$ cat config.mk
export PLATFORM = sky130hd
export DESIGN_NAME = bounding_sphere_merge
export DESIGN_NICKNAME = d
export VERILOG_FILES = /design/src/design/bsm_pkg.sv /design/src/design/bsm_serial_mul.sv /design/src/design/bounding_sphere_merge.sv
export SDC_FILE = /design/constraint.sdc
export NUM_CORES = 2
export LEC_CHECK = 0
export ABC_AREA = 1
export BUFFER_PORTS_ARGS = -buffer_cell sky130_fd_sc_hd__buf_2
export CORE_MARGIN = 3
export CORE_UTILIZATION = 35
export DETAILED_ROUTE_END_ITERATION = 6
export GPL_TIMING_DRIVEN = 0
export PLACE_DENSITY_LB_ADDON = 0.25
export SYNTH_ARGS = -nofsm -noshare
export SYNTH_HDL_FRONTEND = slang
export SYNTH_SLANG_ARGS = --single-unit
export TNS_END_PERCENT = 100
$ cat constraint.sdc
create_clock -name clk -period 26 [get_ports clk]
set_clock_uncertainty 0.05 [all_clocks]
set_input_delay 2.6 -clock clk [delete_from_list [all_inputs] [get_ports clk]]
set_output_delay 2.6 -clock clk [all_outputs]
set_load 0.02 [all_outputs]
$ cat src/design/bsm_pkg.sv
// ----------------------------------------------------------------------------
// bsm_pkg: shared widths and sequencer states for the bounding sphere merge
// Holds the field widths and the state encoding used by the merge sequencer.
// ----------------------------------------------------------------------------
`default_nettype none
package bsm_pkg;
  localparam int CoordBits = 32;
  localparam int RadBits   = CoordBits - 1;
  localparam int SqBits    = 2 * CoordBits + 2;   // sum of three squares
  localparam int RootBits  = SqBits / 2;
  localparam int ProdBits  = 2 * CoordBits + 1;   // |v| * k
  localparam int CntBits   = 7;

  typedef logic signed [CoordBits-1:0] coord_t;
  typedef logic [RadBits-1:0]          rad_t;

  typedef enum logic [3:0] {
    ST_IDLE, ST_SQ, ST_ACC, ST_ROOT, ST_DECIDE, ST_MUL, ST_DIV, ST_APPLY, ST_OUT
  } state_t;
endpackage
`default_nettype wire

$ cat src/design/bsm_serial_mul.sv
// ----------------------------------------------------------------------------
// bsm_serial_mul: unsigned shift-and-add multiplier
// Consumes one multiplier bit per cycle; done marks the last bit, with prod valid.
// ----------------------------------------------------------------------------
`default_nettype none
module bsm_serial_mul (
  input  wire logic                            clk,
  input  wire logic                            rst_n,
  input  wire logic                            start,
  input  wire logic [bsm_pkg::CoordBits+1:0]   a,
  input  wire logic [bsm_pkg::CoordBits-1:0]   b,
  output logic                                 done,
  output logic [bsm_pkg::ProdBits:0]           prod
);
  import bsm_pkg::*;

  logic [ProdBits:0]    acc_r, acc_nxt;
  logic [ProdBits:0]    mc_r, mc_nxt;
  logic [CoordBits-1:0] mp_r, mp_nxt;
  logic [CntBits-1:0]   cnt_r, cnt_nxt;
  logic                 busy_r, busy_nxt;

  // Add the shifted multiplicand for each set multiplier bit
  always_comb begin
    acc_nxt  = acc_r;
    mc_nxt   = mc_r;
    mp_nxt   = mp_r;
    cnt_nxt  = cnt_r;
    busy_nxt = busy_r;
    if (start) begin
      acc_nxt  = '0;
      mc_nxt   = (ProdBits+1)'(a);
      mp_nxt   = b;
      cnt_nxt  = '0;
      busy_nxt = 1'b1;
    end else if (busy_r) begin
      if (mp_r[0]) acc_nxt = acc_r + mc_r;
      mc_nxt  = mc_r << 1;
      mp_nxt  = mp_r >> 1;
      cnt_nxt = cnt_r + 1'b1;
      if (cnt_r == CntBits'(CoordBits - 1)) busy_nxt = 1'b0;
    end
  end

  always_ff @(posedge clk) begin
    if (!rst_n) begin
      busy_r <= 1'b0;
      cnt_r  <= '0;
    end else begin
      busy_r <= busy_nxt;
      cnt_r  <= cnt_nxt;
    end
    acc_r <= acc_nxt;
    mc_r  <= mc_nxt;
    mp_r  <= mp_nxt;
  end

  assign done = busy_r && cnt_r == CntBits'(CoordBits - 1) && !start;
  assign prod = mp_r[0] ? acc_r + mc_r : acc_r;
endmodule
`default_nettype wire

$ cat src/design/bounding_sphere_merge.sv
// ----------------------------------------------------------------------------
// bounding_sphere_merge: running 3-D bounding sphere union
// Loads or merges each incoming sphere into the running sphere, bit-serially.
// ----------------------------------------------------------------------------
//  channel | ports                         | direction
//  in      | in_valid/in_ready, first,     | into block
//          | in_x, in_y, in_z, in_r        |
//  out     | out_valid/out_ready, out_x..r | out of block
//
// A load word only registers the sphere. A merge runs three serial squarings,
// a 33-step restoring square root, then, unless one sphere contains the other,
// for each axis a serial multiply and a 66-step restoring division, all one
// bit per cycle.
// Reset clears the running sphere to zero. One word is held at a time; the
// result register holds until out_ready, and the next word is taken after.
`default_nettype none
module bounding_sphere_merge (
  input  wire logic                  clk,
  input  wire logic                  rst_n,
  input  wire logic                  in_valid,
  output logic                       in_ready,
  input  wire logic                  first,
  input  wire bsm_pkg::coord_t       in_x,
  input  wire bsm_pkg::coord_t       in_y,
  input  wire bsm_pkg::coord_t       in_z,
  input  wire bsm_pkg::rad_t         in_r,
  output logic                       out_valid,
  input  wire logic                  out_ready,
  output bsm_pkg::coord_t            out_x,
  output bsm_pkg::coord_t            out_y,
  output bsm_pkg::coord_t            out_z,
  output bsm_pkg::rad_t              out_r
);
  import bsm_pkg::*;

  localparam int VBits = CoordBits + 1;
  localparam coord_t CoordHi = {1'b0, {(CoordBits-1){1'b1}}};
  localparam coord_t CoordLo = {1'b1, {(CoordBits-1){1'b0}}};

  state_t state_r, state_nxt;
  coord_t cx_r [3];
  rad_t   cr_r;
  coord_t ic_r [3];
  rad_t   ir_r;
  logic signed [VBits-1:0] v_r [3];
  logic [1:0]              ax_r;
  logic [SqBits-1:0]       s_r;
  logic [SqBits-1:0]       rem_r;       // sqrt remainder
  logic [RootBits-1:0]     d_r;
  logic [CntBits-1:0]      cnt_r;
  logic [CoordBits+1:0]    k_r;
  logic [ProdBits:0]       num_r;       // dividend
  logic [RootBits+1:0]     drem_r;      // division remainder
  logic [ProdBits:0]       q_r;
  logic                    out_valid_r;
  logic                    mul_run_r;

  // multiplier hookup
  logic                    mul_start, mul_done;
  logic [CoordBits+1:0]    mul_a;
  logic [CoordBits-1:0]    mul_b;
  logic [ProdBits:0]       mul_p;
  logic [CoordBits:0]      vmag;

  assign vmag = v_r[ax_r][VBits-1] ? VBits'(-v_r[ax_r]) : VBits'(v_r[ax_r]);
  assign mul_a = state_r == ST_SQ ? (CoordBits+2)'(vmag) : k_r;
  assign mul_b = CoordBits'(vmag);
  // start once on entry to a multiply state, when its operands are settled
  assign mul_start = (state_r == ST_SQ || state_r == ST_MUL) && !mul_run_r;

  always_ff @(posedge clk) begin
    if (!rst_n) begin
      mul_run_r <= 1'b0;
    end else if (mul_start) begin
      mul_run_r <= 1'b1;
    end else if (mul_done) begin
      mul_run_r <= 1'b0;
    end
  end

  bsm_serial_mul u_mul (
    .clk(clk), .rst_n(rst_n), .start(mul_start), .a(mul_a), .b(mul_b),
    .done(mul_done), .prod(mul_p)
  );

  // square root step values
  logic [RootBits+1:0] trial;
  logic [SqBits-1:0]   rem_sh;
  logic [1:0]          pair;
  assign pair   = s_r[SqBits-1 -: 2];
  assign rem_sh = {rem_r[SqBits-3:0], pair};
  assign trial  = {d_r, 2'b01};

  // division step values
  logic [RootBits+1:0] drem_sh;
  logic [RootBits+1:0] den;
  assign drem_sh = {drem_r[RootBits:0], num_r[ProdBits]};
  assign den     = (RootBits+2)'({d_r, 1'b0});

  // decision values
  logic [RootBits:0] dr, r1e, r2e;
  logic              contain, r1_lt_r2;
  logic [RootBits+1:0] nr;
  assign r1e      = (RootBits+1)'(cr_r);
  assign r2e      = (RootBits+1)'(ir_r);
  assign r1_lt_r2 = cr_r < ir_r;
  assign dr       = r1_lt_r2 ? r2e - r1e : r1e - r2e;
  assign contain  = (RootBits+1)'(d_r) <= dr;
  assign nr       = ((RootBits+2)'(d_r) + (RootBits+2)'(cr_r) + (RootBits+2)'(ir_r)) >> 1;

  // apply offset with clamp
  logic signed [ProdBits+2:0] cnew;
  coord_t                     cclamp;
  assign cnew = v_r[ax_r][VBits-1]
              ? (ProdBits+3)'(cx_r[ax_r]) - $signed({2'b0, q_r})
              : (ProdBits+3)'(cx_r[ax_r]) + $signed({2'b0, q_r});
  always_comb begin
    if (cnew > (ProdBits+3)'(CoordHi)) cclamp = CoordHi;
    else if (cnew < (ProdBits+3)'(CoordLo)) cclamp = CoordLo;
    else cclamp = CoordBits'(cnew);
  end

  // next state
  always_comb begin
    state_nxt = state_r;
    case (state_r)
      ST_IDLE:   if (in_valid && !out_valid_r) state_nxt = first ? ST_OUT : ST_SQ;
      ST_SQ:     if (mul_done) state_nxt = ST_ACC;
      ST_ACC:    state_nxt = ax_r == 2'd2 ? ST_ROOT : ST_SQ;
      ST_ROOT:   if (cnt_r == CntBits'(RootBits - 1)) state_nxt = ST_DECIDE;
      ST_DECIDE: state_nxt = contain ? ST_OUT : ST_MUL;
      ST_MUL:    if (mul_done) state_nxt = ST_DIV;
      ST_DIV:    if (cnt_r == CntBits'(ProdBits)) state_nxt = ST_APPLY;
      ST_APPLY:  state_nxt = ax_r == 2'd2 ? ST_OUT : ST_MUL;
      ST_OUT:    state_nxt = ST_IDLE;
      default:   state_nxt = ST_IDLE;
    endcase
  end

  // outputs of the handshake
  always_comb begin
    in_ready = state_r == ST_IDLE && !out_valid_r;
  end

  // datapath registers
  always_ff @(posedge clk) begin
    if (!rst_n) begin
      state_r     <= ST_IDLE;
      out_valid_r <= 1'b0;
      cx_r[0] <= '0; cx_r[1] <= '0; cx_r[2] <= '0;
      cr_r <= '0;
      ax_r <= '0;
      cnt_r <= '0;
    end else begin
      state_r <= state_nxt;
      if (out_valid_r && out_ready) out_valid_r <= 1'b0;
      case (state_r)
        ST_IDLE: if (in_valid && !out_valid_r) begin
          ic_r[0] <= in_x; ic_r[1] <= in_y; ic_r[2] <= in_z; ir_r <= in_r;
          v_r[0] <= VBits'(in_x) - VBits'(cx_r[0]);
          v_r[1] <= VBits'(in_y) - VBits'(cx_r[1]);
          v_r[2] <= VBits'(in_z) - VBits'(cx_r[2]);
          ax_r  <= '0;
          s_r   <= '0;
          if (first) begin
            cx_r[0] <= in_x; cx_r[1] <= in_y; cx_r[2] <= in_z; cr_r <= in_r;
          end
        end
        ST_SQ: if (mul_done) s_r <= s_r + SqBits'(mul_p);
        ST_ACC: begin
          if (ax_r == 2'd2) begin
            ax_r <= '0; cnt_r <= '0; rem_r <= '0; d_r <= '0;
          end else ax_r <= ax_r + 1'b1;
        end
        ST_ROOT: begin
          if ((RootBits+2)'(rem_sh) >= trial && rem_sh[SqBits-1:RootBits+2] == '0) begin
            rem_r <= rem_sh - SqBits'(trial);
            d_r   <= {d_r[RootBits-2:0], 1'b1};
          end else begin
            rem_r <= rem_sh;
            d_r   <= {d_r[RootBits-2:0], 1'b0};
          end
          s_r   <= s_r << 2;
          cnt_r <= cnt_r + 1'b1;
        end
        ST_DECIDE: begin
          ax_r <= '0;
          k_r  <= r1_lt_r2 ? (CoordBits+2)'(d_r) + (CoordBits+2)'(dr)
                           : (CoordBits+2)'(d_r) - (CoordBits+2)'(dr);
          if (contain) begin
            if (r1_lt_r2) begin
              cx_r[0] <= ic_r[0]; cx_r[1] <= ic_r[1]; cx_r[2] <= ic_r[2]; cr_r <= ir_r;
            end
          end else begin
            cr_r <= nr > (RootBits+2)'({RadBits{1'b1}}) ? {RadBits{1'b1}} : RadBits'(nr);
          end
        end
        ST_MUL: if (mul_done) begin
          num_r <= mul_p; drem_r <= '0; q_r <= '0; cnt_r <= '0;
        end
        ST_DIV: begin
          if (drem_sh >= den) begin
            drem_r <= drem_sh - den;
            q_r    <= {q_r[ProdBits-1:0], 1'b1};
          end else begin
            drem_r <= drem_sh;
            q_r    <= {q_r[ProdBits-1:0], 1'b0};
          end
          num_r <= num_r << 1;
          cnt_r <= cnt_r + 1'b1;
        end
        ST_APPLY: begin
          cx_r[ax_r] <= cclamp;
          ax_r <= ax_r + 1'b1;
        end
        ST_OUT: out_valid_r <= 1'b1;
        default: ;
      endcase
    end
  end

  assign out_valid = out_valid_r;
  assign out_x = cx_r[0];
  assign out_y = cx_r[1];
  assign out_z = cx_r[2];
  assign out_r = cr_r;
endmodule
`default_nettype wire
# Word level (Yosys, flattened, before mapping)
# Memory sizes are Yosys's and may differ from the RTL's. A register that Yosys moved wholly into a read port is not among the register bits.
# Index checks and enable logic that the tools add are counted.
dict set report word_totals {
  ff_bits 612
  latchBits 0
  ramBits 291
  romBits 0
  in_bits 132
  output_inout_bits 129
  elab_cells 199
  memories 3
}
# memory words word_bits read_ports rd_ports_with_merged_regs write_ports line
set memory_table {}
lappend memory_table {v_r 3 33 1 1 3 bounding_sphere_merge.sv:45} ;# logic signed [VBits-1:0] v_r [3];
lappend memory_table {cx_r 3 32 4 1 3 bounding_sphere_merge.sv:41} ;# coord_t cx_r [3];
lappend memory_table {ic_r 3 32 3 0 3 bounding_sphere_merge.sv:43} ;# coord_t ic_r [3];
dict set report op_classes {
  n_addsub 19
  n_mul 0
  div 0
  n_lt_le_gt_ge 7
  n_eq_ne 20
  n_shift 0
  mux 89
  bitwise_logic 7
  n_reduce_logical 34
}
# operator n
set op_table {}
lappend op_table {{$mux 32} 11}
lappend op_table {{$mux 66} 5}
lappend op_table {{$pmux 66 s2} 2}
lappend op_table {{$mux 34} 7}
lappend op_table {{$pmux 66 s3} 1}
lappend op_table {{$mux 31} 5}
lappend op_table {{$add 66x66->66} 2}
lappend op_table {{$mux 64} 2}
lappend op_table {{$pmux 64 s2} 1}
lappend op_table {{$sub 32x32->33} 3}
lappend op_table {{$add 32x67->68} 1}
lappend op_table {{$gt 68x32->1 const B} 1}
lappend op_table {{$lt 68x32->1 const B} 1}
lappend op_table {{$mux 68} 1}
lappend op_table {{$pmux 34 s2} 1}
lappend op_table {{$sub 32x67->68} 1}
lappend op_table {{$mux 33} 2}
lappend op_table {{$pmux 33 s2} 1}
lappend op_table {{$sub 31x31->32} 2}
lappend op_table {{$sub 64x35->64} 1}
lappend op_table {{$pmux 31 s2} 1}
lappend op_table {{$add 34x31->35} 1}
lappend op_table {{$ge 35x34->1} 1}
lappend op_table {{$ge 35x35->1} 1}
lappend op_table {{other kinds (43)} 121}

# Longest topological paths before layout
dict set report logic_depth {
  ltp_word 9
  ltp_mapped 38
  mapped_depth_nobuf 37
}

# Cells and area by module
# A second synthesis with hierarchy kept.
dict set report hier_totals {
  cells_unflattened 10796
  area_unflattened_um2 77047.6
}
# module instances cells_each area_each_um2
set by_module_without_submodules {}
lappend by_module_without_submodules {bounding_sphere_merge 1 8791 64471.8}
lappend by_module_without_submodules {bsm_serial_mul 1 2005 12575.8}

# Least setup slack after synthesis
# No wires, ideal clock.
dict set report synth_path {
  path_type {input-to-reg}
  start {input rst_n}
  end {memory ic_r[0][0] in the netlist's numbering (enable)}
  setup_time_ns 1.226
  arrival_time_ns 21.577
  required_time_ns 24.724
  setup_slack_ns 3.147
  cell_stages 3
  path_buffers 1
  cell_sequence {clkbuf_1 clkinv_1 nor4_1}
}
# element line
set synth_rtl {}
lappend synth_rtl {{start, declared} bounding_sphere_merge.sv:19} ;# input wire logic rst_n,
lappend synth_rtl {{end, declared} bounding_sphere_merge.sv:43}

==> out/results.md <==
### Die
• **placeable core area** 213000 um2
• **Starting Density** 35.4%
• **y dimension of the die** 470 um
• **standard-cell row count** 169
• **die boundary width** 470 um
• **area enclosed by the die boundary** 221000 um2
• **Top-Level Pins** 261

### Clocking
• **register clock-pin slew on the reported worst setup and hold paths** 0.06 ns
• **Worst-Skew Late Latency** 0.81 ns
• **clock sink count** 937
• **number of hold-repair buffers added at the cts stage** 0
• **H-Tree Depth** 3
• **Post-CTS Repair Setup Buffers** 0
• **clock buffer count from CTS** 111
• **cell at the root of the clock tree** clkbuf_16
• **Resize count post-CTS** 0
• **clock tree from TritonCTS** done
• **buffer levels on the longest clock path** 3

### Yosys
• **number of synthesized register bits** 937
• **number of instances in the synthesized netlist** 10200
• **leading cell type by number of instances after synthesis** nand2_1
• **most area-consuming cells after synthesis** edfxtp_1 (31%), nand2_1 (12%), ha_1 (8.8%)
• **Commonest cells post-synth** nand2_1 (2323), inv_1 (1490), nor2_1 (1089)
• **count of flip-flops with a built-in enable after synthesis** 783
• **cell type with the largest total area after synthesis** edfxtp_1
• **Synthesis Warnings** 0
• **total nets after synthesis** 10900
• **area of the mapped netlist** 75400 um2
• **share of the yosys chip area belonging to registers** 35.3%
• **ys async rst share** 0%
• **area share of the largest cell type after synthesis** 31.2%
• **post-synth cell types** 78
• **main flop type after synthesis** edfxtp_1
• **synthesized area per cell** 7.38 um2

### Worst setup path
• **endpoint class of the critical path** register
• **CP Data Arrival Time** 8.82 ns
• **data required time of the worst path** 26.27 ns
• **startpoint class of the critical path** register
• **Worst path most repeated cell** nand2_1
• **crit-path leading delay family** simple AND/OR/NAND/NOR gates
• **crit-path max FO** 32
• **critical path start-end classification** register to register
• **CP max-delay cell** nand2_2
• **count of buffering cells on the critical path with inverters included** 9
• **largest stage delay on the critical path** 0.74 ns

### Pwr
• **Leak Pwr** 37.6 nW
• **worst ir drop on vdd** 0.0820 mV
• **power per unit of standard cell area** 105 nW/um2

### Route
• **DR vias/cell** 5.43
• **Residual DRC** 2
• **post-DR wirelength/cell** 23.6 um
• **Routed Wire Length** 320000 um
• **count of antenna-violating nets left after detailed routing** 0
• **count of routing violations after the opening detailed-route iteration** 7242
• **Initial DRT Pass Iterations** 7
• **DR vias** 73700

### Outcome
• **violated checks** DRC, capacitance limit, slew limit
• **status** finished, violations left

### Final layout
• **# fillers** 22300
• **post-route non-filler standard cell count** 13600
• **count of nets after finishing** 11300
• **post-route cell area** 84900 um2
• **area grow syn2layout** 12.6%
• **fraction of final layout cells with drive strength greater than 1** 6.88%

### Place
• **sum of net half-perimeters after detailed placement** 267000 um
• **gp weighted congestion** 1.01
• **# placed instances** 13400
• **PortBufs** 259
• **Placement Cell Area** 81000 um2

### Timing
• **actual transition at the worst max-transition pin** 1.60 ns
• **RSZ-0062 raised after global routing** no
• **Slew HR** -6.40%
• **final number of hold-violating endpoints** 0
• **WHS** 0.427 ns
• **setup_tns** 0 ns
• **Max Clock Freq** 0.117 GHz
• **final period utilization** 32.9%
• **max-slew violation total from the final report** 11
• **Finish-stage setup viols** 0
• **min cycle time layout** 8.55 ns

### Global routing
• **initial antenna violation count** 14
• **Total Routing Usage GR** 27.9%
• **leftover overflow at the end of global routing** 0
• **number of global-route vias before repair** 70700
• **pin count of the biggest net entering global routing** 67
• **first-pass GRT wire length** 463000 um

### Run
• **number of max-cap violations** 1

### Worst hold path
• **type of the most critical hold path** register to register

through the flow:
stage	power, mW	setup WS [ns]	util (%)
after global placement	7.15	-9.04	37.6
final	8.93	17.45	39.8
after CTS	8.87	17.59	39.8
after floorplan	5.41	3.15	-
after detailed placement	7.14	17.55	38.0
after global routing	9.48	17.09	39.8
routing by layer:
layer | vias to the layer above | part of all wire [%] | GRT usage [%]
li1 | 35000 | - | -
met1 | 35100 | 41 | 35.4
met2 | 2943 | 46 | 46.4
met3 | 591 | 6.8 | 4.07
met4 | 2 | 5.7 | 13.6
met5 | - | 0.043 | 0
path summary, 6_finish.rpt:
check                                    to        from  slack [ns]  cells past startpoint
worst max-delay path            cx_r[2][18]   out_r[25]       17.45                     26
worst min-delay path             cx_r[0][4]  ic_r[0][4]        0.43                      2
worst max register to register  cx_r[2][18]   out_r[25]       17.45                     26
worst min register to register   cx_r[0][4]  ic_r[0][4]        0.43                      2
report_power, final:
part | total (mW) | leakage [nW] | internal, mW | switching (mW)
Clock | 1.71 | 1.89 | 0.988 | 0.722
Sequential | 2.11 | 8.64 | 1.93 | 0.180
Combinational | 5.11 | 27.1 | 1.51 | 3.60
Total | 8.93 | 37.6 | 4.42 | 4.50
final cells by class:
class                      count  area [um2]  share of cell area (%)
multi-input combinational   7501       42000                    49.5
sequential                   937       26600                    31.3
inverter                    1523        5720                    6.74
tap                         2821        3530                    4.16
clock buffer                 138        2960                    3.49
timing repair buffer         314        1950                    2.30
buffer                       254        1130                    1.33
clock inverter                73         972                    1.14
antenna                       13        32.5                  0.0383
registers in the layout (all words and copies together), names as in the netlist, 2 cells and up, named ones only:
register     count
u_mul.mc_r      66
u_mul.mp_r      32
ic_r            96
u_mul.acc_r     66
rem_r           64
drem_r          34
state_r          4
cx_r           128
ax_r             2
d_r             33
num_r           66
out_r           31
s_r             66
u_mul.cnt_r      7
v_r             99
ir_r            31
k_r             34
cnt_r            7
q_r             66
cell families after synthesis:
logic type	share of synthesized area [%]
and+or+nand+nor	22.8
muxes	0.0929
DFF	35.3
adders and majority gates	9.97
AOI/OAI and AO/OA	17.7
xor gates and xnor gates	5.09
buffers and inverters	9.08
cells in the final DEF, fill, tap and decap left out, types with 22 or more instances in the layout:
cell | Yosys | routed
nor4_1 | 44 | 42
o22ai_1 | 45 | 45
clkinv_1 | 4 | 23
clkbuf_1 | 187 | 207
buf_4 | 6 | 36
a21boi_0 | 30 | 30
clkbuf_16 | 0 | 114
a31oi_1 | 88 | 88
dfxtp_1 | 154 | 154
ha_1 | 532 | 532
o21bai_1 | 56 | 56
nand4_1 | 90 | 90
a21oi_1 | 908 | 906
xnor2_1 | 128 | 128
a32oi_1 | 78 | 78
inv_2 | 27 | 27
nand2_1 | 2323 | 2321
o21ai_1 | 71 | 71
inv_1 | 1490 | 1490
nor2_1 | 1089 | 1086
o21a_1 | 53 | 53
o21ai_0 | 839 | 838
edfxtp_1 | 783 | 783
nor3_1 | 89 | 88
a211oi_1 | 22 | 22
xor2_1 | 305 | 305
or2_2 | 36 | 36
a21o_1 | 39 | 39
buf_2 | 38 | 297
o211ai_1 | 41 | 41
nand3_1 | 295 | 295
nand2_4 | 62 | 62
fa_1 | 43 | 43
worst register-to-register path, stage by stage, from the launching register on:
cell and delay (ns):
dfxtp_1 0.61, inv_1 0.10, ha_1 0.30, clkbuf_1 0.26, a21oi_1 0.28, o21ai_0 0.16, a221oi_1 0.34, nand2_1 0.36
inv_2 0.27, buf_2 0.29, clkbuf_1 0.65, nand2_1 0.13, nand2_1 0.18, inv_1 0.06, ha_1 0.26, buf_2 0.19
nor2_1 0.36, nand2_1 0.12, nor2_1 0.44, a21oi_1 0.23, o211ai_1 0.14, nand2_1 0.15, nand3_1 0.14, inv_2 0.15
clkbuf_1 0.47, nor3_1 0.64, nand2_2 0.74
(Power assumes the default switching activity.)
